<file path="config.mk">
export PLATFORM = sky130hd
export DESIGN_NAME = json_string_unescape_flat
export DESIGN_NICKNAME = d
export VERILOG_FILES = /design/src/hdl/jsu_pkg.sv /design/src/hdl/jsu_stream_if.sv /design/src/hdl/json_string_unescape.sv /design/src/hdl/jsu_decoder.sv /design/src/hdl/jsu_serialiser.sv /design/src/flat_wrapper.sv
export SDC_FILE = /design/constraint.sdc
export NUM_CORES = 1
export LEC_CHECK = 0
export BUFFER_PORTS_ARGS = -buffer_cell sky130_fd_sc_hd__buf_2
export CORE_AREA = 2 2 94 141
export CTS_CLUSTER_DIAMETER = 100
export CTS_CLUSTER_SIZE = 25
export DETAILED_ROUTE_END_ITERATION = 6
export DIE_AREA = 0 0 96 143
export SETUP_SLACK_MARGIN = 0.05
export SKIP_LAST_GASP = 1
export SLEW_MARGIN = 20
export SYNTH_ARGS = -nofsm -noshare
export SYNTH_HDL_FRONTEND = slang
export SYNTH_HIERARCHICAL = 1
export SYNTH_SLANG_ARGS = --single-unit
export TNS_END_PERCENT = 5
</file>
<file path="constraint.sdc">
create_clock -name i_clk -period 6.1 [get_ports i_clk]
set_input_delay 1.83 -clock i_clk [delete_from_list [all_inputs] [get_ports i_clk]]
set_output_delay 1.83 -clock i_clk [all_outputs]
set_load 0.02 [all_outputs]
</file>
<file path="src/hdl/jsu_pkg.sv">
`timescale 1ns / 1ps

package jsu_pkg;

    typedef enum logic [1:0] {
        MODE_IDLE = 2'd0,
        MODE_TEXT = 2'd1,
        MODE_ESC  = 2'd2,
        MODE_HEX  = 2'd3
    } t_mode;

    typedef logic [1:0] t_kind;

    localparam t_kind KIND_BYTE  = 2'd0;
    localparam t_kind KIND_CLOSE = 2'd1;
    localparam t_kind KIND_ERROR = 2'd2;

    localparam int unsigned MAX_RESULTS = 3;

    localparam logic [7:0] CH_QUOTE = 8'h22;
    localparam logic [7:0] CH_BSL   = 8'h5C;
    localparam logic [7:0] CH_SLASH = 8'h2F;
    localparam logic [7:0] CH_U     = 8'h75;
    localparam logic [7:0] CH_N     = 8'h6E;
    localparam logic [7:0] CH_T     = 8'h74;
    localparam logic [7:0] CH_R     = 8'h72;
    localparam logic [7:0] CH_B     = 8'h62;
    localparam logic [7:0] CH_F     = 8'h66;
    localparam logic [7:0] CH_NUL   = 8'h00;

    // Results caused by one input byte; count of zero means none
    typedef struct packed {
        logic [1:0]                   count;
        logic [MAX_RESULTS-1:0][7:0]  data;
        t_kind                        kind;
    } t_group;

endpackage

</file>
<file path="src/hdl/jsu_stream_if.sv">
`timescale 1ns / 1ps

interface jsu_byte_if;
    logic       valid;
    logic       ready;
    logic [7:0] in_byte;

    modport source (output valid, output in_byte, input ready);
    modport sink   (input valid, input in_byte, output ready);
endinterface

interface jsu_result_if;
    logic       valid;
    logic       ready;
    logic [7:0] out_byte;
    logic [1:0] kind;
    logic       last;

    modport source (output valid, output out_byte, output kind, output last, input ready);
    modport sink   (input valid, input out_byte, input kind, input last, output ready);
endinterface

</file>
<file path="src/hdl/json_string_unescape.sv">
`timescale 1ns / 1ps
// A result is registered and presented in the cycle after its input byte transfers.
// Throughput: one byte per cycle while the output is ready and each byte gives at most one result;
// a \u escape that ends in two or three UTF-8 bytes holds input ready low while the single
// output port drains the result group.
// Reset: synchronous, active low; returns to idle awaiting an opening quote.

module json_string_unescape
    import jsu_pkg::*;
(
    input  logic        i_clk,
    input  logic        i_rst_n,
    jsu_byte_if.sink    i_in,
    jsu_result_if.source o_out
);

    logic   take;
    logic   free;
    t_group grp;

    assign i_in.ready = free;
    assign take       = i_in.valid && free;

    jsu_decoder u_dec (
        .i_clk   (i_clk),
        .i_rst_n (i_rst_n),
        .i_take  (take),
        .i_byte  (i_in.in_byte),
        .o_grp   (grp)
    );

    jsu_serialiser u_ser (
        .i_clk   (i_clk),
        .i_rst_n (i_rst_n),
        .i_load  (take),
        .i_grp   (grp),
        .o_free  (free),
        .o_res   (o_out)
    );

endmodule

</file>
<file path="src/hdl/jsu_decoder.sv">
`timescale 1ns / 1ps

module jsu_decoder
    import jsu_pkg::*;
(
    input  logic       i_clk,
    input  logic       i_rst_n,
    input  logic       i_take,
    input  logic [7:0] i_byte,
    output t_group     o_grp
);

    t_mode       r_mode, n_mode;
    logic [1:0]  r_hex_count, n_hex_count;
    logic [15:0] r_code_point, n_code_point;

    logic        hex_ok;
    logic [3:0]  hex_val;
    logic [15:0] cp_next;

    always_comb begin
        hex_ok  = 1'b1;
        hex_val = 4'd0;
        if (i_byte >= 8'h30 && i_byte <= 8'h39) begin
            hex_val = 4'(i_byte - 8'h30);
        end else if (i_byte >= 8'h61 && i_byte <= 8'h66) begin
            hex_val = 4'(i_byte - 8'h57);
        end else if (i_byte >= 8'h41 && i_byte <= 8'h46) begin
            hex_val = 4'(i_byte - 8'h37);
        end else begin
            hex_ok = 1'b0;
        end
    end

    assign cp_next = {r_code_point[11:0], hex_val};

    // Next state
    always_comb begin
        n_mode       = r_mode;
        n_hex_count  = r_hex_count;
        n_code_point = r_code_point;
        unique case (r_mode)
            MODE_IDLE: begin
                if (i_byte == CH_QUOTE) begin
                    n_mode = MODE_TEXT;
                end
            end
            MODE_TEXT: begin
                if (i_byte == CH_NUL || i_byte == CH_QUOTE) begin
                    n_mode = MODE_IDLE;
                end else if (i_byte == CH_BSL) begin
                    n_mode = MODE_ESC;
                end
            end
            MODE_ESC: begin
                case (i_byte) inside
                    CH_U: begin
                        n_mode       = MODE_HEX;
                        n_hex_count  = 2'd0;
                        n_code_point = 16'd0;
                    end
                    CH_N, CH_T, CH_R, CH_B, CH_F, CH_BSL, CH_QUOTE, CH_SLASH: begin
                        n_mode = MODE_TEXT;
                    end
                    default: begin
                        n_mode       = MODE_IDLE;
                        n_hex_count  = 2'd0;
                        n_code_point = 16'd0;
                    end
                endcase
            end
            MODE_HEX: begin
                if (!hex_ok) begin
                    n_mode       = MODE_IDLE;
                    n_hex_count  = 2'd0;
                    n_code_point = 16'd0;
                end else begin
                    n_code_point = cp_next;
                    n_hex_count  = r_hex_count + 2'd1;
                    if (r_hex_count == 2'd3) begin
                        n_mode = MODE_TEXT;
                    end
                end
            end
            default: n_mode = MODE_IDLE;
        endcase
    end

    // Results
    always_comb begin
        o_grp       = '0;
        o_grp.kind  = KIND_BYTE;
        unique case (r_mode)
            MODE_IDLE: begin
                if (i_byte != CH_QUOTE) begin
                    o_grp.count = 2'd1;
                    o_grp.kind  = KIND_ERROR;
                end
            end
            MODE_TEXT: begin
                if (i_byte == CH_NUL) begin
                    o_grp.count = 2'd1;
                    o_grp.kind  = KIND_ERROR;
                end else if (i_byte == CH_QUOTE) begin
                    o_grp.count = 2'd1;
                    o_grp.kind  = KIND_CLOSE;
                end else if (i_byte != CH_BSL) begin
                    o_grp.count   = 2'd1;
                    o_grp.data[0] = i_byte;
                end
            end
            MODE_ESC: begin
                o_grp.count = 2'd1;
                case (i_byte) inside
                    CH_U:                      o_grp.count   = 2'd0;
                    CH_N:                      o_grp.data[0] = 8'h0A;
                    CH_T:                      o_grp.data[0] = 8'h09;
                    CH_R:                      o_grp.data[0] = 8'h0D;
                    CH_B:                      o_grp.data[0] = 8'h08;
                    CH_F:                      o_grp.data[0] = 8'h0C;
                    CH_BSL, CH_QUOTE, CH_SLASH: o_grp.data[0] = i_byte;
                    default:                   o_grp.kind    = KIND_ERROR;
                endcase
            end
            MODE_HEX: begin
                if (!hex_ok) begin
                    o_grp.count = 2'd1;
                    o_grp.kind  = KIND_ERROR;
                end else if (r_hex_count == 2'd3) begin
                    // UTF-8: one, two or three bytes by code point range
                    if (cp_next[15:7] == 9'd0) begin
                        o_grp.count   = 2'd1;
                        o_grp.data[0] = {1'b0, cp_next[6:0]};
                    end else if (cp_next[15:11] == 5'd0) begin
                        o_grp.count   = 2'd2;
                        o_grp.data[0] = {3'b110, cp_next[10:6]};
                        o_grp.data[1] = {2'b10, cp_next[5:0]};
                    end else begin
                        o_grp.count   = 2'd3;
                        o_grp.data[0] = {4'b1110, cp_next[15:12]};
                        o_grp.data[1] = {2'b10, cp_next[11:6]};
                        o_grp.data[2] = {2'b10, cp_next[5:0]};
                    end
                end
            end
            default: o_grp.count = 2'd0;
        endcase
    end

    always_ff @(posedge i_clk) begin
        if (!i_rst_n) begin
            r_mode       <= MODE_IDLE;
            r_hex_count  <= 2'd0;
            r_code_point <= 16'd0;
        end else if (i_take) begin
            r_mode       <= n_mode;
            r_hex_count  <= n_hex_count;
            r_code_point <= n_code_point;
        end
    end

endmodule

</file>
<file path="src/hdl/jsu_serialiser.sv">
`timescale 1ns / 1ps

module jsu_serialiser
    import jsu_pkg::*;
(
    input  logic          i_clk,
    input  logic          i_rst_n,
    input  logic          i_load,
    input  t_group        i_grp,
    output logic          o_free,
    jsu_result_if.source  o_res
);

    logic       r_valid;
    logic [1:0] r_idx;
    t_group     r_grp;

    logic       at_last;
    logic       done;

    assign at_last = (r_idx == r_grp.count - 2'd1);
    assign done    = r_valid && o_res.ready && at_last;
    assign o_free  = !r_valid || done;

    assign o_res.valid    = r_valid;
    assign o_res.out_byte = r_grp.data[r_idx];
    assign o_res.kind     = r_grp.kind;
    assign o_res.last     = at_last;

    always_ff @(posedge i_clk) begin
        if (!i_rst_n) begin
            r_valid <= 1'b0;
            r_idx   <= 2'd0;
        end else if (i_load && i_grp.count != 2'd0) begin
            r_valid <= 1'b1;
            r_idx   <= 2'd0;
        end else if (done) begin
            r_valid <= 1'b0;
            r_idx   <= 2'd0;
        end else if (r_valid && o_res.ready) begin
            // advance to the next byte of the group
            r_idx <= r_idx + 2'd1;
        end
    end

    always_ff @(posedge i_clk) begin
        if (i_load && i_grp.count != 2'd0) begin
            r_grp <= i_grp;
        end
    end

endmodule

</file>
<file path="src/flat_wrapper.sv">
// flat-port wrapper written by rule: the top's interface ports become plain ports
module json_string_unescape_flat import jsu_pkg::*;
  (i_clk, i_rst_n, i_in_valid, i_in_in_byte, i_in_ready, o_out_valid, o_out_out_byte, o_out_kind, o_out_last, o_out_ready);
  jsu_byte_if i_in_i ();
  jsu_result_if o_out_i ();
  input  logic i_clk;
  input  logic i_rst_n;
  input wire logic [$bits(i_in_i.valid)-1:0] i_in_valid;
  input wire logic [$bits(i_in_i.in_byte)-1:0] i_in_in_byte;
  output wire logic [$bits(i_in_i.ready)-1:0] i_in_ready;
  output wire logic [$bits(o_out_i.valid)-1:0] o_out_valid;
  output wire logic [$bits(o_out_i.out_byte)-1:0] o_out_out_byte;
  output wire logic [$bits(o_out_i.kind)-1:0] o_out_kind;
  output wire logic [$bits(o_out_i.last)-1:0] o_out_last;
  input wire logic [$bits(o_out_i.ready)-1:0] o_out_ready;
  assign i_in_i.valid = i_in_valid;
  assign i_in_i.in_byte = i_in_in_byte;
  assign i_in_ready = i_in_i.ready;
  assign o_out_valid = o_out_i.valid;
  assign o_out_out_byte = o_out_i.out_byte;
  assign o_out_kind = o_out_i.kind;
  assign o_out_last = o_out_i.last;
  assign o_out_i.ready = o_out_ready;
  json_string_unescape u_core (.i_clk(i_clk), .i_rst_n(i_rst_n), .i_in(i_in_i), .o_out(o_out_i));
endmodule
</file>
==> flow_metrics.py, run 1 <==
metrics = {
    "run_status": {
        "status": "complete, no violations",
    },
    "power": {
        "p_clk_share_pct": 40.2,
        "powerDensity_nw_per_um2": 206,
        "p_seq_share_pct": 50.4,
        "vdd_drop_max_mv": 0.0987,
        "power.leakage_nw": 1.19,
        "power_switching_uw": 153,
        "combPwrFrac_pct": 9.3,
        "switching_share_pct": 22.0,
        "power.internal_uw": 544,
    },
    "timing": {
        "period_share_pct": 77.3,
        "whs_ps": 487,
        "fmax_mhz": 212,
        "setup-violations-final": 0,
        "slew_headroom_pct": 30.9,
        "skew_ps": 6.14,
        "tightest_slew_ps": 1030,
        "hold_viol_final": 0,
        "rsz0062_at_grt": "no",
        "tns_ps": 0,
        "slew_viol_final": 0,
        "fin_crit_ps": 4720,
    },
    "logic_synthesis": {
        "synth_seq_area_share_pct": 40.0,
        "synth_largest_type_area_fraction_pct": 27.5,
        "yosysTopAreaCell": "edfxtp_1",
        "synth.ff_latch_count": 47,
        "ys.flop_type": "edfxtp_1",
        "yosys_warnings": 6,
        "ys_types": 72,
        "syn_avg_cell_area_um2": 9.51,
        "synth_area_um2": 3050,
        "async_flop_share_pct": 0,
        "postSynthCellCount": 321,
        "synth.top_cells.by_area": "edfxtp_1, dfxtp_1, mux2i_1",
        "synth_edf_count": 28,
    },
    "worst_setup_path": {
        "endpoint_kind": "register",
        "worstPathArrival_ps": 4870,
        "crit_end": "u_core/u_ser/o_res.valid",
        "cp_slowest_cell": "inv_1",
        "r2r-start": "u_core/u_dec/r_code_point[3]",
        "critPathTopFamily": "buffers and inverters",
        "worstPathCellList": "buf_2, inv_1, ha_1, or3b_1, nand3_1, a21o_1, buf_4, nor2_1, o21ai_0, inv_1, o21ai_0, a31oi_1",
        "startpoint": "i_in_in_byte[0]",
        "path_class": "in -> reg",
        "worst-path-stages": 12,
        "required_ps": 6250,
        "crit_fanout": 29,
        "r2r_slack_ps": 2760,
        "rr_worst_depth": 9,
        "slowest_delay_ps": 550,
        "r2r_end": "u_core/u_ser/o_res.valid",
        "critical_path_buf_inv_count": 4,
        "start_kind": "input port",
    },
    "grt": {
        "grt.total_usage_pct": 12.7,
        "overflow": 0,
        "grt_pass1_wl_um": 13500,
        "grt_pass1_vias": 2529,
        "grt_max_degree": 30,
        "antenna_found_initial": 0,
    },
    "min_path": {
        "min_path_cells": 2,
        "hp-class": "reg -> reg",
    },
    "clock_network": {
        "ctsResizeCount": 0,
        "clock-sinks": 47,
        "ctsHoldBuffers": 0,
        "cts_setup_buffers": 0,
        "root_buffer": "clkbuf_16",
        "clk_transition_reported_paths_ps": 60,
        "clock_path_buffers": 2,
        "insertion_delay_ps": 280,
        "cts_buffers": 5,
        "htreeDepth": 2,
        "cts_tree": "built",
    },
    "floorplanning": {
        "core_um2": 12400,
        "io_pins": 25,
        "rows": 50,
        "die_w_um": 96,
        "fp.dieH_um": 143,
        "start_util_pct": 24.5,
        "die_area_um2": 13700,
    },
    "routing": {
        "drc": 0,
        "routed_via_density": 5.12,
        "drt.antenna.violating_nets": 0,
        "drt_pass1_iterations": 4,
        "wl_per_cell_um": 16.8,
        "wirelength_um": 8230,
        "vias": 2509,
        "initialDrtViolationCount": 151,
    },
    "job": {
        "max-cap-violations": 0,
    },
    "finish": {
        "layout_common_cells": "nand2_1, edfxtp_1, buf_2",
        "regArea_um2": 1220,
        "final_common_cell": "nand2_1",
        "antenna_cells": 0,
        "nets": 350,
        "area_growth_pct": 11.0,
        "drive_gt1_share_pct": 15.9,
        "fillers": 1282,
        "multi_input_comb_area_um2": 1640,
    },
    "placed_design": {
        "io_buffers": 24,
        "dp_hpwl_um": 6320,
        "globalplace.congestion": 0.918,
    },
}
[cell usage after synthesis (all sizes together) (2+ instances only)]
| library cell | number |
|---|---|
| edfxtp | 28 |
| nand3b | 2 |
| nor2b | 3 |
| a21o | 2 |
| nor2 | 19 |
| or2b | 3 |
| and4b | 2 |
| or3 | 2 |
| or2 | 2 |
| inv | 11 |
| and2 | 3 |
| nand2b | 8 |
| nor4 | 2 |
| and2b | 2 |
| and4 | 2 |
| o2bb2ai | 2 |
| buf | 19 |
| nor3b | 3 |
| nand4bb | 2 |
| a211o | 3 |
| and3 | 2 |
| o31a | 2 |
| o221ai | 4 |
| nand2 | 46 |
| o21a | 4 |
| a31oi | 3 |
| a22oi | 3 |
| nand3 | 7 |
| a21oi | 13 |
| a221oi | 2 |
| a2111oi | 2 |
| a211oi | 7 |
| a21boi | 2 |
| ha | 5 |
| dfxtp | 19 |
| o21ai | 17 |
| nor3 | 11 |
| mux2i | 23 |
| o211ai | 2 |
| a31o | 2 |
| clkbuf | 3 |
[worst min path at each step]
| stage | endpoint | from | slack [ps] |
|---|---|---|---|
| after CTS | u_core/u_dec/r_code_point[9] | u_core/u_dec/r_code_point[9] | 490 |
| after global routing | u_core/u_dec/r_code_point[9] | u_core/u_dec/r_code_point[9] | 490 |
| final | u_core/u_dec/r_code_point[9] | u_core/u_dec/r_code_point[9] | 490 |
| after floorplan | u_core/u_dec/r_hex_count[1] | u_core/u_dec/r_hex_count[1] | 440 |
| after global placement | u_core/u_dec/r_hex_count[1] | u_core/u_dec/r_hex_count[1] | 450 |
| after detailed placement | u_core/u_dec/r_code_point[9] | u_core/u_dec/r_code_point[9] | 480 |
[registers in the layout, indices dropped and copies added, names as in the netlist]
| register | count |
|---|---|
| u_core/u_dec/r_code_point | 12 |
| u_core/u_dec/r_hex_count | 2 |
| u_core/u_dec/r_mode | 2 |
| u_core/u_ser/o_res.kind | 2 |
| u_core/u_ser/o_res.valid | 1 |
| u_core/u_ser/r_grp | 26 |
| u_core/u_ser/r_idx | 2 |
[per-layer routing]
| layer | wire (µm) | global-route usage, % |
|---|---|---|
| met2 | 4480 | 22.8 |
| met3 | 284 | 2.06 |
| met4 | 318 | 7.14 |
| met1 | 3140 | 13.7 |
| met5 | 0 | 0 |
[stage by stage]
step | total power [mW] | instance area [µm²] | setup slack, ps | std cells | utilization, %
2_1_floorplan | 0.404 | 3060 | 1710 | 322 | -
3_3_place_gp | 0.422 | 3230 | 1280 | 482 | 26.0
3_5_place_dp | 0.424 | 3230 | 1150 | 482 | 26.0
4_1_cts | 0.706 | 3390 | 1440 | 490 | 27.2
5_1_grt | 0.725 | 3390 | 1130 | 490 | 27.2
6_report | 0.698 | 3390 | 1380 | 490 | 27.2
[tightest hold or removal path: stages, from the launching register on]
cell	delay [ps]
dfxtp_1	330
nand2_1	60
mux2i_1	50
[final cells by class]
type	instances	area share, %
tap	156	5.76
timing repair buffer	26	3.99
clock buffer	8	4.65
sequential	47	36.0
inverter	11	1.22
multi-input combinational	242	48.4
[power groups by stage]
stage / Sequential [mW] / Clock, mW / Combinational, mW
2_1_floorplan: 0.357 / 0 / 0.0463
3_3_place_gp: 0.358 / 0 / 0.0640
3_5_place_dp: 0.359 / 0 / 0.0649
4_1_cts: 0.352 / 0.289 / 0.0652
5_1_grt: 0.353 / 0.300 / 0.0717
6_report: 0.352 / 0.281 / 0.0651
[cell families after synthesis]
group / count (synthesis) / share of synthesized area, %
muxes: 24 / 7.91
xor gates and xnor gates: 1 / 0.287
DFF: 47 / 40.0
other: 1 / 0.123
and+or+nand+nor: 128 / 22.9
buffers and inverters: 33 / 6.47
adders and majority gates: 5 / 2.05
AOI/OAI and AO/OA: 82 / 20.2
Power figures use the tool's default switching activity.
==> inputs of run 2 (changes only) <==
ABC_AREA = 1   (was unset)
CORE_AREA = 2 2 93 140   (was 2 2 94 141)
DIE_AREA = 0 0 95 142   (was 0 0 96 143)
clock period = 4.85 ns   (was 6.1 ns; I/O delays follow)
==> flow_metrics.py, run 2 <==
metrics = {
    "power": {
        "power.leakage_nw": 1.42,
        "vdd_drop_max_mv": 0.115,
        "powerDensity_nw_per_um2": 284,
        "p_total_uw": 967,
    },
    "clock_network": {
        "htreeDepth": 2,
        "root_buffer": "clkbuf_16",
        "insertion_delay_ps": 280,
        "cts_buffers": 5,
        "clock-sinks": 47,
        "clock_path_buffers": 2,
        "clk_transition_reported_paths_ps": 60,
        "cts_setup_buffers": 0,
        "cts_tree": "built",
        "ctsHoldBuffers": 0,
        "ctsResizeCount": 0,
    },
    "timing": {
        "hold_viol_final": 0,
        "setup-violations-final": 0,
        "slew_viol_final": 0,
        "fmax_mhz": 262,
        "fin_crit_ps": 3820,
        "tightest_slew_ps": 597,
        "rsz0062_at_grt": "no",
        "period_share_pct": 78.8,
        "tns_ps": 0,
        "slew_headroom_pct": 60.0,
        "skew_ps": 2.63,
    },
    "routing": {
        "wl_per_cell_um": 13.2,
        "wirelength_um": 7860,
        "drt.antenna.violating_nets": 0,
        "drt_pass1_iterations": 5,
        "drc": 0,
        "vias": 2845,
        "routed_via_density": 4.77,
        "initialDrtViolationCount": 258,
    },
    "grt": {
        "antenna_found_initial": 0,
        "grt.total_usage_pct": 12.0,
        "grt_pass1_vias": 2625,
        "grt_pass1_wl_um": 12600,
        "overflow": 0,
        "grt_max_degree": 30,
    },
    "logic_synthesis": {
        "synthTopCellsByCount": "nand2_1, nor2_1, nand3_1, inv_1, edfxtp_1",
        "yosysTopAreaCell": "edfxtp_1",
        "ys.flop_type": "edfxtp_1",
        "synth_largest_type_area_fraction_pct": 27.7,
        "synth_seq_area_share_pct": 40.3,
        "synth.ff_latch_count": 47,
        "synth_edf_count": 28,
        "synth_area_um2": 3030,
        "postSynthCellCount": 425,
        "syn_avg_cell_area_um2": 7.14,
        "ys_types": 32,
        "yosys_warnings": 6,
        "synth.most_common_cell": "nand2_1",
        "synth.top_cells.by_area": "edfxtp_1, dfxtp_1, nand2_1",
        "async_flop_share_pct": 0,
    },
    "floorplanning": {
        "die_area_um2": 13500,
        "rows": 50,
        "io_pins": 25,
        "fp.dieH_um": 142,
        "core_um2": 12300,
        "start_util_pct": 24.6,
        "die_w_um": 95,
    },
    "worst_setup_path": {
        "path_class": "in -> reg",
        "endpoint_kind": "register",
        "critical_path_buf_inv_count": 6,
        "required_ps": 4800,
        "slowest_delay_ps": 320,
        "start_kind": "input port",
        "critPathTopFamily": "buffers and inverters",
        "crit_fanout": 28,
        "worstPathCellList": "buf_2, inv_1, ha_1, inv_1, nand2_1, nand2_1, nand2_1, nand2_2, nand2_4, nand2_1, inv_2, nand2_2, nor2_1, o21ai_0, inv_1, buf_4",
        "cp_slowest_cell": "buf_4",
        "cpMostUsedCell": "nand2_1",
        "worstPathArrival_ps": 3780,
    },
    "placed_design": {
        "dp.cells": 589,
        "dp_hpwl_um": 6180,
        "dpl_cell_area_um2": 3230,
        "io_buffers": 24,
        "globalplace.congestion": 0.939,
    },
    "finish": {
        "area_growth_pct": 12.2,
        "fillers": 1335,
        "largest_reg_flops": 26,
        "regMostFlops": "u_core/u_ser/r_grp",
        "stdcell_count": 597,
        "layout_common_cells": "nand2_1, nor2_1, nand3_1",
        "final_common_cell": "nand2_1",
        "top_regs": "u_core/u_ser/r_grp (26), u_core/u_dec/r_code_point (12)",
        "nets": 457,
        "antenna_cells": 0,
        "final_util_pct": 27.6,
        "final_area_um2": 3400,
        "drive_gt1_share_pct": 17.0,
    },
    "job": {
        "max-cap-violations": 0,
    },
    "min_path": {
        "hp-class": "reg -> reg",
    },
    "run_status": {
        "status": "complete, no violations",
    },
}
## run 2: cell types whose count changed in the layout (fill, tap and decap cells not counted), moves of 5 or more
cell | previous run | this run
nand2_1 | 46 | 101
nor2_1 | 17 | 65
nand3_1 | 7 | 51
inv_1 | 11 | 39
mux2i_1 | 23 | 0
nand2_2 | 0 | 15
a21oi_2 | 1 | 10
nor3_1 | 11 | 2
inv_2 | 0 | 8
nand2b_1 | 8 | 0
a211oi_1 | 7 | 0
nand4_1 | 1 | 8
o21ai_0 | 17 | 22
## run 2: worst reg2reg max path: stages, from the launching register on
cell     delay [ps]
dfxtp_1         360
nor2_1          110
nand4_1         370
inv_1           290
nand2_1         140
inv_1           220
nor3_1           90
nor2_1          110
nand4_1         120
o21ai_0         300
inv_1            70
buf_4           250
## run 2: power breakdown
group	leakage, nW	total [mW]	internal [mW]	switching (mW)
combinational	0.913	0.126	0.0362	0.0895
clock	0.0838	0.384	0.243	0.142
sequential	0.426	0.457	0.448	0.00889
total	1.42	0.967	0.727	0.240
## run 2: kinds of logic after synthesis
kind of cell    after synthesis  share of synthesized area [%]
simple gates                252                           36.5
compound gates               54                           10.8
xor+xnor                      1                          0.289
flops                        47                           40.3
fa+ha+maj                     5                           2.06
buf+inv                      65                           9.98
other cells                   1                          0.124
## run 2: stage by stage
stage / worst slack (ps) / hold WS, ps
5_1_grt: 753 / 513
2_1_floorplan: 1070 / 452
6_report: 1030 / 489
3_3_place_gp: 857 / 471
3_5_place_dp: 746 / 481
4_1_cts: 1060 / 496
## run 2: per-layer routing
| layer | global-route usage [%] | up-vias | wire, µm | share of wire, % |
|---|---|---|---|---|
| li1 | - | 1412 | - | - |
| met1 | 12.6 | 1315 | 2980 | 38 |
| met2 | 21.6 | 89 | 4130 | 53 |
| met3 | 2.12 | 29 | 348 | 4.4 |
| met4 | 7.40 | 0 | 398 | 5.1 |
| met5 | 0 | - | 0 | 0 |
## run 2: final cells by class
cell class,instances,area (µm²),share of cell area [%]
multi-input combinational,314,1510,44.5
tap,156,195,5.74
sequential,47,1220,35.9
clock inverter,3,43.8,1.29
inverter,47,176,5.19
timing repair buffer,25,128,3.75
clock buffer,5,125,3.68
## run 2: final timing paths
| path | start | endpoint | slack, ps | cells past startpoint |
|---|---|---|---|---|
| worst max-delay path | i_in_in_byte[0] | u_core/u_ser/r_grp[16] | 1030 | 16 |
| worst min-delay path | u_core/u_dec/r_code_point[9] | u_core/u_dec/r_code_point[9] | 490 | 2 |
| worst max register to register | u_core/u_dec/r_code_point[7] | u_core/u_ser/r_grp[16] | 2140 | 11 |
| worst min register to register | u_core/u_dec/r_code_point[9] | u_core/u_dec/r_code_point[9] | 490 | 2 |
